==> config.mk <==
export PLATFORM = sky130hd
export DESIGN_NAME = sync_word_sample_deframer
export DESIGN_NICKNAME = d
export VERILOG_FILES = /design/src/design/swsd_pkg.sv /design/src/design/swsd_step.sv /design/src/design/sync_word_sample_deframer.sv
export SDC_FILE = /design/constraint.sdc
export NUM_CORES = 1
export LEC_CHECK = 0
export ABC_AREA = 0
export BUFFER_PORTS_ARGS = -buffer_cell sky130_fd_sc_hd__buf_2
export CAP_MARGIN = 20
export CORE_MARGIN = 2
export CORE_UTILIZATION = 40
export DETAILED_ROUTE_END_ITERATION = 10
export PLACE_DENSITY_LB_ADDON = 0.08
export SETUP_SLACK_MARGIN = 0.3
export SYNTH_ARGS = -nofsm -noshare
export SYNTH_HDL_FRONTEND = slang
export SYNTH_SLANG_ARGS = --single-unit
==> constraint.sdc <==
create_clock -name clock -period 5.1 [get_ports clock]
set_input_delay 0.765 -clock clock [delete_from_list [all_inputs] [get_ports clock]]
set_output_delay 0.765 -clock clock [all_outputs]
set_load 0.01 [all_outputs]
==> src/design/swsd_pkg.sv <==
// ----------------------------------------------------------------------------
// swsd_pkg: shared types and constants for the sync word sample deframer
// Sync bytes, status codes, register indexes and the stage structs.
// ----------------------------------------------------------------------------
package swsd_pkg;

   localparam logic [7:0]  SYNC_FIRST  = 8'hA5;
   localparam logic [7:0]  SYNC_SECOND = 8'h5A;
   localparam logic [12:0] HOP_MAX     = 13'd4096;

   localparam logic [12:0] HOP_LENGTH_RESET = 13'd256;
   localparam logic [15:0] IDLE_LIMIT_RESET = 16'd1000;
   localparam logic [15:0] BYTE_LIMIT_RESET = 16'd300;

   localparam int CSR_DATA_W  = 16;
   localparam int CSR_INDEX_W = 2;

   localparam logic [CSR_INDEX_W-1:0] CSR_HOP_LENGTH = 2'd0;
   localparam logic [CSR_INDEX_W-1:0] CSR_IDLE_LIMIT = 2'd1;
   localparam logic [CSR_INDEX_W-1:0] CSR_BYTE_LIMIT = 2'd2;

   localparam logic KIND_BYTE = 1'b0;
   localparam logic KIND_TICK = 1'b1;

   localparam logic [1:0] STATUS_SAMPLE = 2'd0;
   localparam logic [1:0] STATUS_IDLE   = 2'd1;
   localparam logic [1:0] STATUS_ABORT  = 2'd2;

   typedef enum logic [1:0] {
      PHASE_HUNT_FIRST,
      PHASE_HUNT_SECOND,
      PHASE_LOW,
      PHASE_HIGH
   } phase_type;

   typedef struct packed {
      phase_type   phase;
      logic [7:0]  low_byte;
      logic [11:0] sample_index;
      logic [15:0] silence_ticks;
   } state_type;

   typedef struct packed {
      logic [12:0] hop_length;
      logic [15:0] idle_limit;
      logic [15:0] byte_limit;
   } cfg_type;

   typedef struct packed {
      logic        valid;
      logic [1:0]  status;
      logic [15:0] sample;
      logic        last_of_hop;
   } result_type;

endpackage

==> src/design/swsd_step.sv <==
// ----------------------------------------------------------------------------
// swsd_step: per-item update of the deframer
// Takes the current state, the registers and one item; gives the next state
// and the result, if any.
// ----------------------------------------------------------------------------
module swsd_step (
   input  swsd_pkg::state_type  state,
   input  swsd_pkg::cfg_type    cfg,
   input  logic                 kind,
   input  logic [7:0]           rx_byte,
   output swsd_pkg::state_type  state_next,
   output swsd_pkg::result_type result
);

   logic                 hunting;
   logic [15:0]          limit;
   logic [15:0]          ticks_inc;
   logic                 fire;
   logic [12:0]          done_count;
   logic [12:0]          eff_hop;
   logic                 hop_done;
   swsd_pkg::phase_type  phase_next;

   assign hunting   = (state.phase == swsd_pkg::PHASE_HUNT_FIRST) ||
                      (state.phase == swsd_pkg::PHASE_HUNT_SECOND);
   assign limit     = hunting ? cfg.idle_limit : cfg.byte_limit;
   assign ticks_inc = (state.silence_ticks == 16'hFFFF) ? state.silence_ticks
                                                        : state.silence_ticks + 16'd1;
   assign fire      = (ticks_inc >= limit);

   // zero acts as one, above the max clamps
   always_comb begin
      if (cfg.hop_length == 13'd0) begin
         eff_hop = 13'd1;
      end else if (cfg.hop_length > swsd_pkg::HOP_MAX) begin
         eff_hop = swsd_pkg::HOP_MAX;
      end else begin
         eff_hop = cfg.hop_length;
      end
   end

   assign done_count = {1'b0, state.sample_index} + 13'd1;
   assign hop_done   = (done_count >= eff_hop);

   // next phase
   always_comb begin
      phase_next = state.phase;
      if (kind == swsd_pkg::KIND_TICK) begin
         if (fire) begin
            phase_next = swsd_pkg::PHASE_HUNT_FIRST;
         end
      end else begin
         case (state.phase)
            swsd_pkg::PHASE_HUNT_FIRST: begin
               if (rx_byte == swsd_pkg::SYNC_FIRST) begin
                  phase_next = swsd_pkg::PHASE_HUNT_SECOND;
               end
            end
            swsd_pkg::PHASE_HUNT_SECOND: begin
               if (rx_byte == swsd_pkg::SYNC_SECOND) begin
                  phase_next = swsd_pkg::PHASE_LOW;
               end else if (rx_byte != swsd_pkg::SYNC_FIRST) begin
                  phase_next = swsd_pkg::PHASE_HUNT_FIRST;
               end
            end
            swsd_pkg::PHASE_LOW: begin
               phase_next = swsd_pkg::PHASE_HIGH;
            end
            swsd_pkg::PHASE_HIGH: begin
               phase_next = hop_done ? swsd_pkg::PHASE_HUNT_FIRST
                                     : swsd_pkg::PHASE_LOW;
            end
            default: begin
               phase_next = swsd_pkg::PHASE_HUNT_FIRST;
            end
         endcase
      end
   end

   // data state and result
   always_comb begin
      state_next.phase         = phase_next;
      state_next.low_byte      = state.low_byte;
      state_next.sample_index  = state.sample_index;
      state_next.silence_ticks = state.silence_ticks;
      result.valid       = 1'b0;
      result.status      = swsd_pkg::STATUS_SAMPLE;
      result.sample      = 16'd0;
      result.last_of_hop = 1'b0;
      if (kind == swsd_pkg::KIND_TICK) begin
         state_next.silence_ticks = ticks_inc;
         if (fire) begin
            state_next.sample_index  = 12'd0;
            state_next.silence_ticks = 16'd0;
            result.valid  = 1'b1;
            result.status = hunting ? swsd_pkg::STATUS_IDLE : swsd_pkg::STATUS_ABORT;
         end
      end else begin
         state_next.silence_ticks = 16'd0;
         case (state.phase)
            swsd_pkg::PHASE_HUNT_SECOND: begin
               if (rx_byte == swsd_pkg::SYNC_SECOND) begin
                  state_next.sample_index = 12'd0;
               end
            end
            swsd_pkg::PHASE_LOW: begin
               state_next.low_byte = rx_byte;
            end
            swsd_pkg::PHASE_HIGH: begin
               result.valid       = 1'b1;
               result.sample      = {rx_byte, state.low_byte};
               result.last_of_hop = hop_done;
               state_next.sample_index = hop_done ? 12'd0 : done_count[11:0];
            end
            default: begin
            end
         endcase
      end
   end

endmodule

==> src/design/sync_word_sample_deframer.sv <==
// ----------------------------------------------------------------------------
// sync_word_sample_deframer: sync pair hunt, sample assembly, silence timeouts
// Top level with input register, state update and result register.
// ----------------------------------------------------------------------------
// Each transfer on req_ is a received byte (req_kind 0) or one 1 ms tick
// (req_kind 1). The block hunts for 0xA5 0x5A, then assembles hop_length
// little-endian 16-bit samples and sends each on rsp_ with status 0, marking
// the final one with rsp_last_of_hop. Ticks with no byte count up; while
// hunting, idle_limit of them give status 1, inside a hop byte_limit give
// status 2, and the hunt restarts. Items flow one per clock unless rsp_ready
// stalls: an item enters the input register, and from there the state update
// and the result register are written in one pass; a result stalled on
// rsp_ready holds the next item in the input register, whatever its kind,
// and req_ready falls once that register is full. Registers are to be written
// through csr_ only while no traffic is in flight; the block does not enforce this.
// ----------------------------------------------------------------------------
module sync_word_sample_deframer (
   input  logic                               clock,
   input  logic                               reset,

   input  logic                               req_valid,
   output logic                               req_ready,
   input  logic                               req_kind,
   input  logic [7:0]                         req_rx_byte,

   output logic                               rsp_valid,
   input  logic                               rsp_ready,
   output logic [1:0]                         rsp_status,
   output logic signed [15:0]                 rsp_sample,
   output logic                               rsp_last_of_hop,

   input  logic                               csr_we,
   input  logic [swsd_pkg::CSR_INDEX_W-1:0]   csr_index,
   input  logic [swsd_pkg::CSR_DATA_W-1:0]    csr_wdata
);

   // configuration registers
   swsd_pkg::cfg_type    cfg_ff;

   // input register
   logic                 item_valid_ff;
   logic                 item_kind_ff;
   logic [7:0]           item_byte_ff;

   // deframer state
   swsd_pkg::state_type  state_ff;
   swsd_pkg::state_type  state_in;

   // result register
   logic                 out_valid_ff;
   logic [1:0]           out_status_ff;
   logic [15:0]          out_sample_ff;
   logic                 out_last_ff;

   swsd_pkg::result_type result;
   logic                 advance;

   // The held item moves on once the result register is free or being read;
   // this also covers items that make no result.
   assign advance   = item_valid_ff && (!out_valid_ff || rsp_ready);
   assign req_ready = !item_valid_ff || advance;

   always_ff @(posedge clock) begin
      if (reset) begin
         cfg_ff.hop_length <= swsd_pkg::HOP_LENGTH_RESET;
         cfg_ff.idle_limit <= swsd_pkg::IDLE_LIMIT_RESET;
         cfg_ff.byte_limit <= swsd_pkg::BYTE_LIMIT_RESET;
      end else if (csr_we) begin
         case (csr_index)
            swsd_pkg::CSR_HOP_LENGTH: cfg_ff.hop_length <= csr_wdata[12:0];
            swsd_pkg::CSR_IDLE_LIMIT: cfg_ff.idle_limit <= csr_wdata;
            swsd_pkg::CSR_BYTE_LIMIT: cfg_ff.byte_limit <= csr_wdata;
            default: begin
            end
         endcase
      end
   end

   // input register
   always_ff @(posedge clock) begin
      if (reset) begin
         item_valid_ff <= 1'b0;
      end else if (req_ready) begin
         item_valid_ff <= req_valid;
      end
   end

   always_ff @(posedge clock) begin
      if (req_ready && req_valid) begin
         item_kind_ff <= req_kind;
         item_byte_ff <= req_rx_byte;
      end
   end

   swsd_step u_step (
      .state      (state_ff),
      .cfg        (cfg_ff),
      .kind       (item_kind_ff),
      .rx_byte    (item_byte_ff),
      .state_next (state_in),
      .result     (result)
   );

   // state update
   always_ff @(posedge clock) begin
      if (reset) begin
         state_ff.phase         <= swsd_pkg::PHASE_HUNT_FIRST;
         state_ff.low_byte      <= 8'd0;
         state_ff.sample_index  <= 12'd0;
         state_ff.silence_ticks <= 16'd0;
      end else if (advance) begin
         state_ff <= state_in;
      end
   end

   // result register
   always_ff @(posedge clock) begin
      if (reset) begin
         out_valid_ff <= 1'b0;
      end else if (advance && result.valid) begin
         out_valid_ff <= 1'b1;
      end else if (rsp_ready) begin
         out_valid_ff <= 1'b0;
      end
   end

   always_ff @(posedge clock) begin
      if (advance && result.valid) begin
         out_status_ff <= result.status;
         out_sample_ff <= result.sample;
         out_last_ff   <= result.last_of_hop;
      end
   end

   assign rsp_valid       = out_valid_ff;
   assign rsp_status      = out_status_ff;
   assign rsp_sample      = out_sample_ff;
   assign rsp_last_of_hop = out_last_ff;

endmodule

# After elaboration in Yosys (flattened, before gate mapping)
# Index checks and enable logic that the tools add are counted.
# word_totals
regBits	113
# classes
n_lt_le_gt_ge	3
add_sub_neg	2
bitwise_logic	2
mux	22
eq_ne	13
reduce_logical	21
# op_table
cell	n
28-bit 2-to-1 mux	2
16-bit 2-to-1 mux	2
13-bit 2-to-1 mux	2
12-bit 2-to-1 mux	2
12-bit one-hot mux with 2 select lines	1
16-bit by 1-bit adder with 16-bit output (second input constant)	1
16-bit equality test (second input constant)	1
16-bit >= comparator	1
2-bit 2-to-1 mux	7
12-bit by 1-bit adder with 13-bit output (second input constant)	1
13-bit >= comparator	1
13-bit > comparator (second input constant)	1
13-bit logical NOT	1
8-bit by 7-bit equality test with 1-bit output (second input constant)	1
8-bit equality test (second input constant)	1
8-bit inequality test (second input constant)	1
2-bit one-hot mux with 4 select lines	1
2-bit AND reduction	4
4-bit AND reduction	2
2-bit equality test (second input constant)	3
3-bit inequality test (second input constant)	2
2-bit by 1-bit equality test with 1-bit output (second input constant)	2
2-bit logical NOT	2
1-bit 2-to-1 mux	4
other kinds (11)	17

# Logic depth before layout (Yosys ltp)
# Gate-level depths: netlist of the first run.
# logic_depth
depth_word	8
ltp_mapped	16

# Cells and area by module
# From an unflattened synthesis of the first run, not the netlist that was laid out.
# hier_totals
cells_unflattened	707
area_unflattened_um2	6454.9
# modules_own_cells
mod	n_inst	area_per_inst_um2	cells_per_inst
sync_word_sample_deframer	1	4336.7	400
swsd_step	1	2118.3	307

# Worst setup path before layout of the first run
# No wires, ideal clock.
# synth_path
kind	register to register
startpoint	register state_ff[3] in the netlist's numbering
endpoint	register out_last_ff (netlist: rsp_last_of_hop) (enable)
path_stages_with_launch	16
t_arrival_ps	3904
path_buffers	3
setup_slack_ps	822
path_cell_list	dfxtp_1 > and3_1 > clkbuf_1 > nand4_1 > or3_1 > buf_2 > nand3_1 > xnor2_1 > ha_1 > nand4_1 > or4_1 > o32a_1 > o211a_1 > buf_6 > or3_4 > inv_1
# synth_between
elab_chain_len	6
# synth_rtl
element	line	text
start, declared	sync_word_sample_deframer.sv:46	swsd_pkg::state_type state_ff;
start signal, assigned	sync_word_sample_deframer.sv:112	state_ff <= state_in;
16-bit by 1-bit adder with 16-bit output / 16-bit equality test (equally long branches)	swsd_step.sv:28, swsd_step.sv:27	
16-bit 2-to-1 mux (*)	swsd_step.sv:27	assign ticks_inc = (state.silence_ticks == 16'hFFFF) ? state.silence_ticks
16-bit >= comparator (*)	swsd_step.sv:29	assign fire = (ticks_inc >= limit);
3-bit 2-to-1 mux (*)	swsd_step.sv:92	if (fire) begin
1-bit 2-to-1 mux (*)	swsd_step.sv:90	if (kind == swsd_pkg::KIND_TICK) begin
1-bit logical AND (*)	sync_word_sample_deframer.sv:128	if (advance && result.valid) begin
end signal, assigned	sync_word_sample_deframer.sv:131	out_last_ff <= result.last_of_hop;
end, declared	sync_word_sample_deframer.sv:53	logic out_last_ff;
# Mark *: on every way between the ends. The rest lies on a longest branch, timed or not.
# A chain may end at the register's enable or synchronous reset.

# Worst setup path after layout of the first run
# Ends and elaborated chain as after synthesis.

==> flow_summary.ini, run 1 <==
[die]
core_area_sq_um = 14000
io_pins = 53
start_util = 0.414
die_area_sq_um = 15500
die_h_um = 124
chipWidth_um = 124
fp-row-count = 43

[sta]
finalSetupTns_ns = 0
fmax_ghz = 0.225
slew_viol_final = 0
min_period_ns = 4.45
fin_skew_ns = 0.0116
hold-worst-slack_ns = 0.454
slew_headroom = 0.449
worst_slew_pin_slew_ns = 0.823
hold_violations = 0
setup_viol = 0
grt_setup_unrepaired = no
period_share = 0.872

[cells_and_area]
drive_gt1_frac = 0.141
finalNetCount = 757
final_cell_mix = nand2_1 (139), dfxtp_1 (85), a21oi_1 (54)
area_growth_pct = 17.0
layout_commonest_cell = nand2_1
final_cells = 887
antenna_cells = 0

[clock_network]
cts_max_level = 4
clk_latency_ns = 0.41
post_cts_buffers = 0
numCtsBuffers = 17
cts_resized = 0
cts_max_path_buffers = 2
cts_sinks = 113
ctsHoldBuffers = 0
cts_tree = yes
cts.reportedPaths.clkPinSlew_ns = 0.05
cts-root-buf = clkbuf_16

[pwr]
p_sw_frac = 0.217
pwr-share-seq = 0.435
pwr-share-clk = 0.513
p_per_area_nw_per_um2 = 324
ir_worst_vdd_v = 0.000309
switching_power_mw = 0.475
p_leak_nw = 2.48
p_int_mw = 1.72
pwr-share-comb = 0.052

[synthesis]
synth_warnings = 0
netlist_instances = 649
synth_largest_area_cell = dfxtp_1
yosysUniqueCellTypes = 54
synth.area.top_cells = dfxtp_1 (29%), edfxtp_1 (15%), nand2_1 (9.0%), ha_1 (6.7%), a21oi_1 (4.7%)
synth-seq-area-share = 0.439
syn_nets = 712
synthFlopType = dfxtp_1
ys_ff_latch = 113
synth_top_area_share = 0.294
synth-edff-count = 28
synthArstFlopShare = 0
avgSynthCellArea_sq_um = 8.92
syn_area_sq_um = 5790

[routing]
wl_per_cell_um = 15.0
num_vias = 4635
drtPass1Iterations = 4
remaining_drc_errors = 0
drtAntennaViolNets = 0
dr.first_iter.drc_count = 331
via_per_inst = 5.23
drt-total-wl_um = 13300

[critical_path]
cp.arrival_ns = 4.53
rr_endpoint = rsp_last_of_hop$_SDFFCE_PP0P_
critical_path.startpoint_type = flip-flop
endpoint = rsp_last_of_hop$_SDFFCE_PP0P_
worstPathRequired_ns = 5.18
max_stage_delay_ns = 0.62
critical_path_buf_inv_count = 2
path_delay_family = simple AND/OR/NAND/NOR gates
crit_fanout = 19
crit_path_end_kind = flip-flop
path_depth = 14
worst_path_most_repeated_cell = nand4_1
r2r_cells = 14
crit_type = flip-flop to flip-flop
rrSetupSlack_ns = 0.65
cp_cell_sequence = and3_1 -> nand4_1 -> or3_1 -> nand2b_1 -> nor2_1 -> xor2_1 -> ha_1 -> nand4_1 -> or4_1 -> o32a_1 -> o211a_1 -> or3_4 -> inv_1 -> buf_4
worstReg2RegStart = state_ff[3]$_SDFFE_PP0P_
slowest_stage = or3_1
critPathLaunch = state_ff[3]$_SDFFE_PP0P_

[flow_run]
max_cap_viol_count = 0

[global_routing]
globalRouteOverflowTotal = 0
antenna_found_initial = 0
grt_pass1_wl_um = 22500
grt_max_degree = 49
grt_pass1_vias = 4428
track_usage = 0.178

[place]
io_buffers = 52
gp_congestion = 0.836
place_inst = 855
hpwl_um = 9530

[run_status]
status = finished clean

[worst_hold_path]
worst_hold_path_type = flip-flop to flip-flop
min-delay-start = cfg_ff[17]$_SDFFE_PP0P_
synthesized netlist by cell type, types with 3 or more instances:
cell / number
nand2_1: 139
dfxtp_1: 85
a21oi_1: 54
nor2_1: 34
ha_1: 31
clkbuf_1: 28
edfxtp_1: 28
mux2i_1: 23
xnor2_1: 23
and2_1: 19
nand3_1: 18
nand2b_1: 16
nand3b_1: 14
a211oi_1: 13
nand4_1: 12
nor3_1: 12
o21ai_0: 10
xor2_1: 10
o32ai_1: 9
inv_1: 7
nor4_1: 7
and3_1: 6
a31oi_1: 4
buf_2: 4
mux2_2: 4
nor4bb_1: 3
o21a_1: 3
power by group through the flow:
stage / combinational, mW / clock (mW) / sequential, mW
after floorplan: 0.0719 / 0 / 0.969
after global placement: 0.113 / 0 / 0.972
after detailed placement: 0.115 / 0 / 0.973
after CTS: 0.115 / 1.15 / 0.955
after global routing: 0.128 / 1.20 / 0.957
final: 0.113 / 1.13 / 0.955
per-stage QoR:
| step | utilization | instance area [sq um] | setup WS, ns | power, mW |
|---|---|---|---|---|
| final | 0.484 | 6770 | 0.651 | 2.19 |
| after floorplan | - | 5790 | 0.822 | 1.04 |
| after detailed placement | 0.443 | 6200 | 0.666 | 1.09 |
| after global placement | 0.443 | 6200 | 0.722 | 1.08 |
| after CTS | 0.484 | 6770 | 0.640 | 2.22 |
| after global routing | 0.484 | 6770 | 0.349 | 2.29 |
worst reg2reg max path, stage by stage (launching register included):
cell	delay (ns)
dfxtp_1	0.43
and3_1	0.31
nand4_1	0.23
or3_1	0.62
nand2b_1	0.23
nor2_1	0.07
xor2_1	0.15
ha_1	0.30
nand4_1	0.10
or4_1	0.51
o32a_1	0.33
o211a_1	0.15
or3_4	0.37
inv_1	0.06
buf_4	0.25
cell type report:
class / count / area [sq um]
multi-input combinational: 494 / 3080
tap: 180 / 225
clock buffer: 21 / 460
clock inverter: 11 / 113
timing repair buffer: 61 / 328
sequential: 113 / 2540
fill: 1353 / 7220
inverter: 7 / 26.3
logic make-up after synthesis:
| family | share of synthesized area |
|---|---|
| buf+inv | 0.0294 |
| flops | 0.439 |
| xor+xnor | 0.0499 |
| simple gates | 0.253 |
| compound gates | 0.114 |
| fa+ha+maj | 0.0670 |
| mux | 0.0475 |
per-layer routing:
layer  GRT usage  up-vias  routed length (um)
met4      0.0397        0                  84
met5           0        -                   0
met2       0.278       91                6210
li1            -     2389                   -
met3      0.0507        9                 589
met1       0.247     2146                6440
registers in the layout, indices dropped and copies added, names as in the netlist:
register and cells:
cfg_ff 45, state_ff 38, rsp_sample 16, item_byte_ff 8
rsp_status 2, item_kind_ff 1, item_valid_ff 1, rsp_last_of_hop 1
rsp_valid 1
worst min-delay path by stage:
| stage | endpoint | slack (ns) | depth (start not counted) |
|---|---|---|---|
| final | cfg_ff[17]$_SDFFE_PP0P_ | 0.45 | 2 |
| after global routing | cfg_ff[4]$_SDFFE_PP0P_ | 0.48 | 2 |
| after CTS | cfg_ff[30]$_SDFFE_PP0P_ | 0.45 | 2 |
| after detailed placement | cfg_ff[30]$_SDFFE_PP0P_ | 0.45 | 2 |
| after global placement | cfg_ff[31]$_SDFFE_PP0P_ | 0.44 | 2 |
| after floorplan | cfg_ff[0]$_SDFFE_PP0P_ | 0.43 | 2 |
Power figures use the tool's default switching activity.
==> inputs of run 2 (changes only) <==
- SYNTH_HIERARCHICAL: unset -> 1
==> run 2 against run 1 <==
Worst hold slack worse by 0.0017 ns. Sequential power is 0.4% lower. Synthesized area grew 11%. Clock skew shrank 0.0049 ns. First-iteration DRC count fell by 18%. Power rose by 9.5%. Via count up 5.5%. Design area grew 9.9%. Utilization fell by 1.4 points. Fmax rose by 14%. Final cell count increased by 9.9%. Critical endpoint is now state_ff[21]$_SDFFE_PP0P_. Largest cell class unchanged. Highest routed layer unchanged.
==> flow_summary.ini, run 2 <==
[run_status]
status = finished clean

[clock_network]
cts_max_level = 4
cts.reportedPaths.clkPinSlew_ns = 0.06
cts_max_path_buffers = 2
cts_tree = yes
post_cts_buffers = 0
numCtsBuffers = 17
cts-root-buf = clkbuf_16
cts_sinks = 113
clk_latency_ns = 0.42
ctsHoldBuffers = 0
cts_resized = 0

[cells_and_area]
antenna_cells = 0
area_growth_pct = 15.3
fillers = 1574
seq_area_sq_um = 2540
finalNetCount = 809
regMostFlops = cfg_ff
largest_register_ffs = 45
layout_commonest_cell = nand2_1
drive_gt1_frac = 0.171
multiInputGateArea_sq_um = 3620
final_cell_mix = nand2_1 (113), dfxtp_1 (85), nand2b_1 (79)
design_area_sq_um = 7440

[place]
hpwl_um = 10100
io_buffers = 52
gp_congestion = 0.769
postPlaceCellArea_sq_um = 6780

[synthesis]
yosysMostFrequentCell = nand2_1
muxShareOfSynthArea = 0.107
synth.area.top_cells = dfxtp_1 (26%), edfxtp_1 (13%), mux2i_1 (8.7%), nand2b_1 (7.7%), nand2_1 (6.6%)
netlist_instances = 707
synth_largest_area_cell = dfxtp_1
ys_ff_latch = 113
yosys.area_share.adder = 0.0601
synth_top_area_share = 0.264
yosysUniqueCellTypes = 60
syn_area_sq_um = 6450
synth-edff-count = 28
synthArstFlopShare = 0
syn_nets = 770
avgSynthCellArea_sq_um = 9.13
synthFlopType = dfxtp_1
synth_warnings = 6
synth-seq-area-share = 0.394
synth_top_family_by_area = simple AND/OR/NAND/NOR gates
synth_commonest_cells = nand2_1 (113), dfxtp_1 (85), nand2b_1 (79)
synth_compound_area_frac = 0.104
synthXorXnorAreaFrac = 0.0269
synth-simple-area-share = 0.262

[global_routing]
grt_pass1_vias = 4730
track_usage = 0.181
grt.met2_usage = 0.292
grtUsageMet3 = 0.0464
grt.busiest_layer = met2
globalRouteOverflowTotal = 0
grt_pass1_wl_um = 23800
grt_max_degree = 97
met1_usage = 0.237
antenna_found_initial = 0

[die]
die_h_um = 131
core_area_sq_um = 15800
chipWidth_um = 131
io_pins = 53
die_area_sq_um = 17200
start_util = 0.408
fp-row-count = 46

[pwr]
p_leak_nw = 2.77
finalPower_mw = 2.40
ir_worst_vdd_v = 0.000221
p_per_area_nw_per_um2 = 323

[critical_path]
worstPathRequired_ns = 5.44
cp.arrival_ns = 4.24
critical_path.startpoint_type = flip-flop
crit_type = flip-flop to flip-flop
crit_fanout = 10
crit_path_end_kind = flip-flop

[sta]
setup_viol = 0
slew_headroom = 0.460
fin_skew_ns = 0.00671
worst_slew_pin_slew_ns = 0.811
slew_viol_final = 0
hold_violations = 0
period_share = 0.765
hold-worst-slack_ns = 0.452
grt_setup_unrepaired = no
fmax_ghz = 0.256
finalSetupTns_ns = 0
min_period_ns = 3.90

[flow_run]
max_cap_viol_count = 0

[routing]
remaining_drc_errors = 0
drtAntennaViolNets = 0
drt-total-wl_um = 14400
drtPass1Iterations = 4
num_vias = 4888
dr.first_iter.drc_count = 272
via_per_inst = 5.01
wl_per_cell_um = 14.8

[worst_hold_path]
worst_hold_path_type = flip-flop to flip-flop
-- run 2: cell types whose count changed in the layout (fill, tap and decap cells not counted), sizes merged, moves of 6 or more --
cell	before	now
nand2b	16	79
mux2i	23	56
nand2	139	115
nand3b	14	2
nor2b	0	12
xnor2	23	11
a211oi	13	2
nand4	13	3
inv	7	16
nor3	12	21
mux2	4	11
o32ai	9	2
a31oi	4	10
o21ai	10	16
-- run 2: through the flow --
stage | cells | utilization | worst slack, ns
floorplan | 707 | - | 1.22
global placement | 943 | 0.429 | 1.38
detailed placement | 943 | 0.429 | 1.31
CTS | 975 | 0.470 | 1.27
global route | 975 | 0.470 | 0.806
finish | 975 | 0.470 | 1.20
-- run 2: report_power, final --
part | leakage (nW) | switching [mW] | internal (mW)
registers | 0.907 | 0.0157 | 0.935
logic | 1.55 | 0.0761 | 0.0520
clock network | 0.315 | 0.452 | 0.873
total | 2.77 | 0.544 | 1.86
-- run 2: layout make-up --
cell class                 instances  area share
clock buffer                      17      0.0572
clock inverter                    15      0.0311
inverter                          12     0.00605
multi-input combinational        544       0.486
sequential                       113       0.342
tap                              216      0.0363
timing repair buffer              58      0.0414
-- run 2: worst paths after layout --
check	start	end	slack (ns)	cells past startpoint
hold / removal	cfg_ff[30]$_SDFFE_PP0P_	cfg_ff[30]$_SDFFE_PP0P_	0.45	2
setup reg to reg	state_ff[18]$_SDFFE_PP0P_	state_ff[21]$_SDFFE_PP0P_	1.20	14
setup / recovery	state_ff[18]$_SDFFE_PP0P_	state_ff[21]$_SDFFE_PP0P_	1.20	14
hold reg to reg	cfg_ff[30]$_SDFFE_PP0P_	cfg_ff[30]$_SDFFE_PP0P_	0.45	2
-- run 2: cells by family (layout without fill, tap and decap cells) --
logic type	count (synthesis)	after routing
multiplexers	67	67
XOR/XNOR	19	19
AND/OR/NAND/NOR	321	321
AO/OA/AOI/OAI	106	106
adder cells (fa/ha/maj)	31	31
buffers and inverters	50	102
flip-flops	113	113
-- run 2: per-layer routing --
layer / vias to the layer above / wire length [um]
met1: 2269 / 7070
met3: 15 / 471
met5: - / 0
li1: 2529 / -
met2: 75 / 6730
met4: 0 / 174
-- run 2: critical path, stage by stage (launching register included) --
cell,delay (ns)
dfxtp_1,0.46
nand2_1,0.13
nor3_1,0.43
and3_1,0.31
nand3_1,0.13
xnor2_1,0.22
ha_1,0.30
a21oi_1,0.16
nand2_1,0.07
a221o_1,0.35
o32ai_2,0.67
o21ai_0,0.18
a31oi_1,0.21
nand2b_1,0.08
mux2i_1,0.13
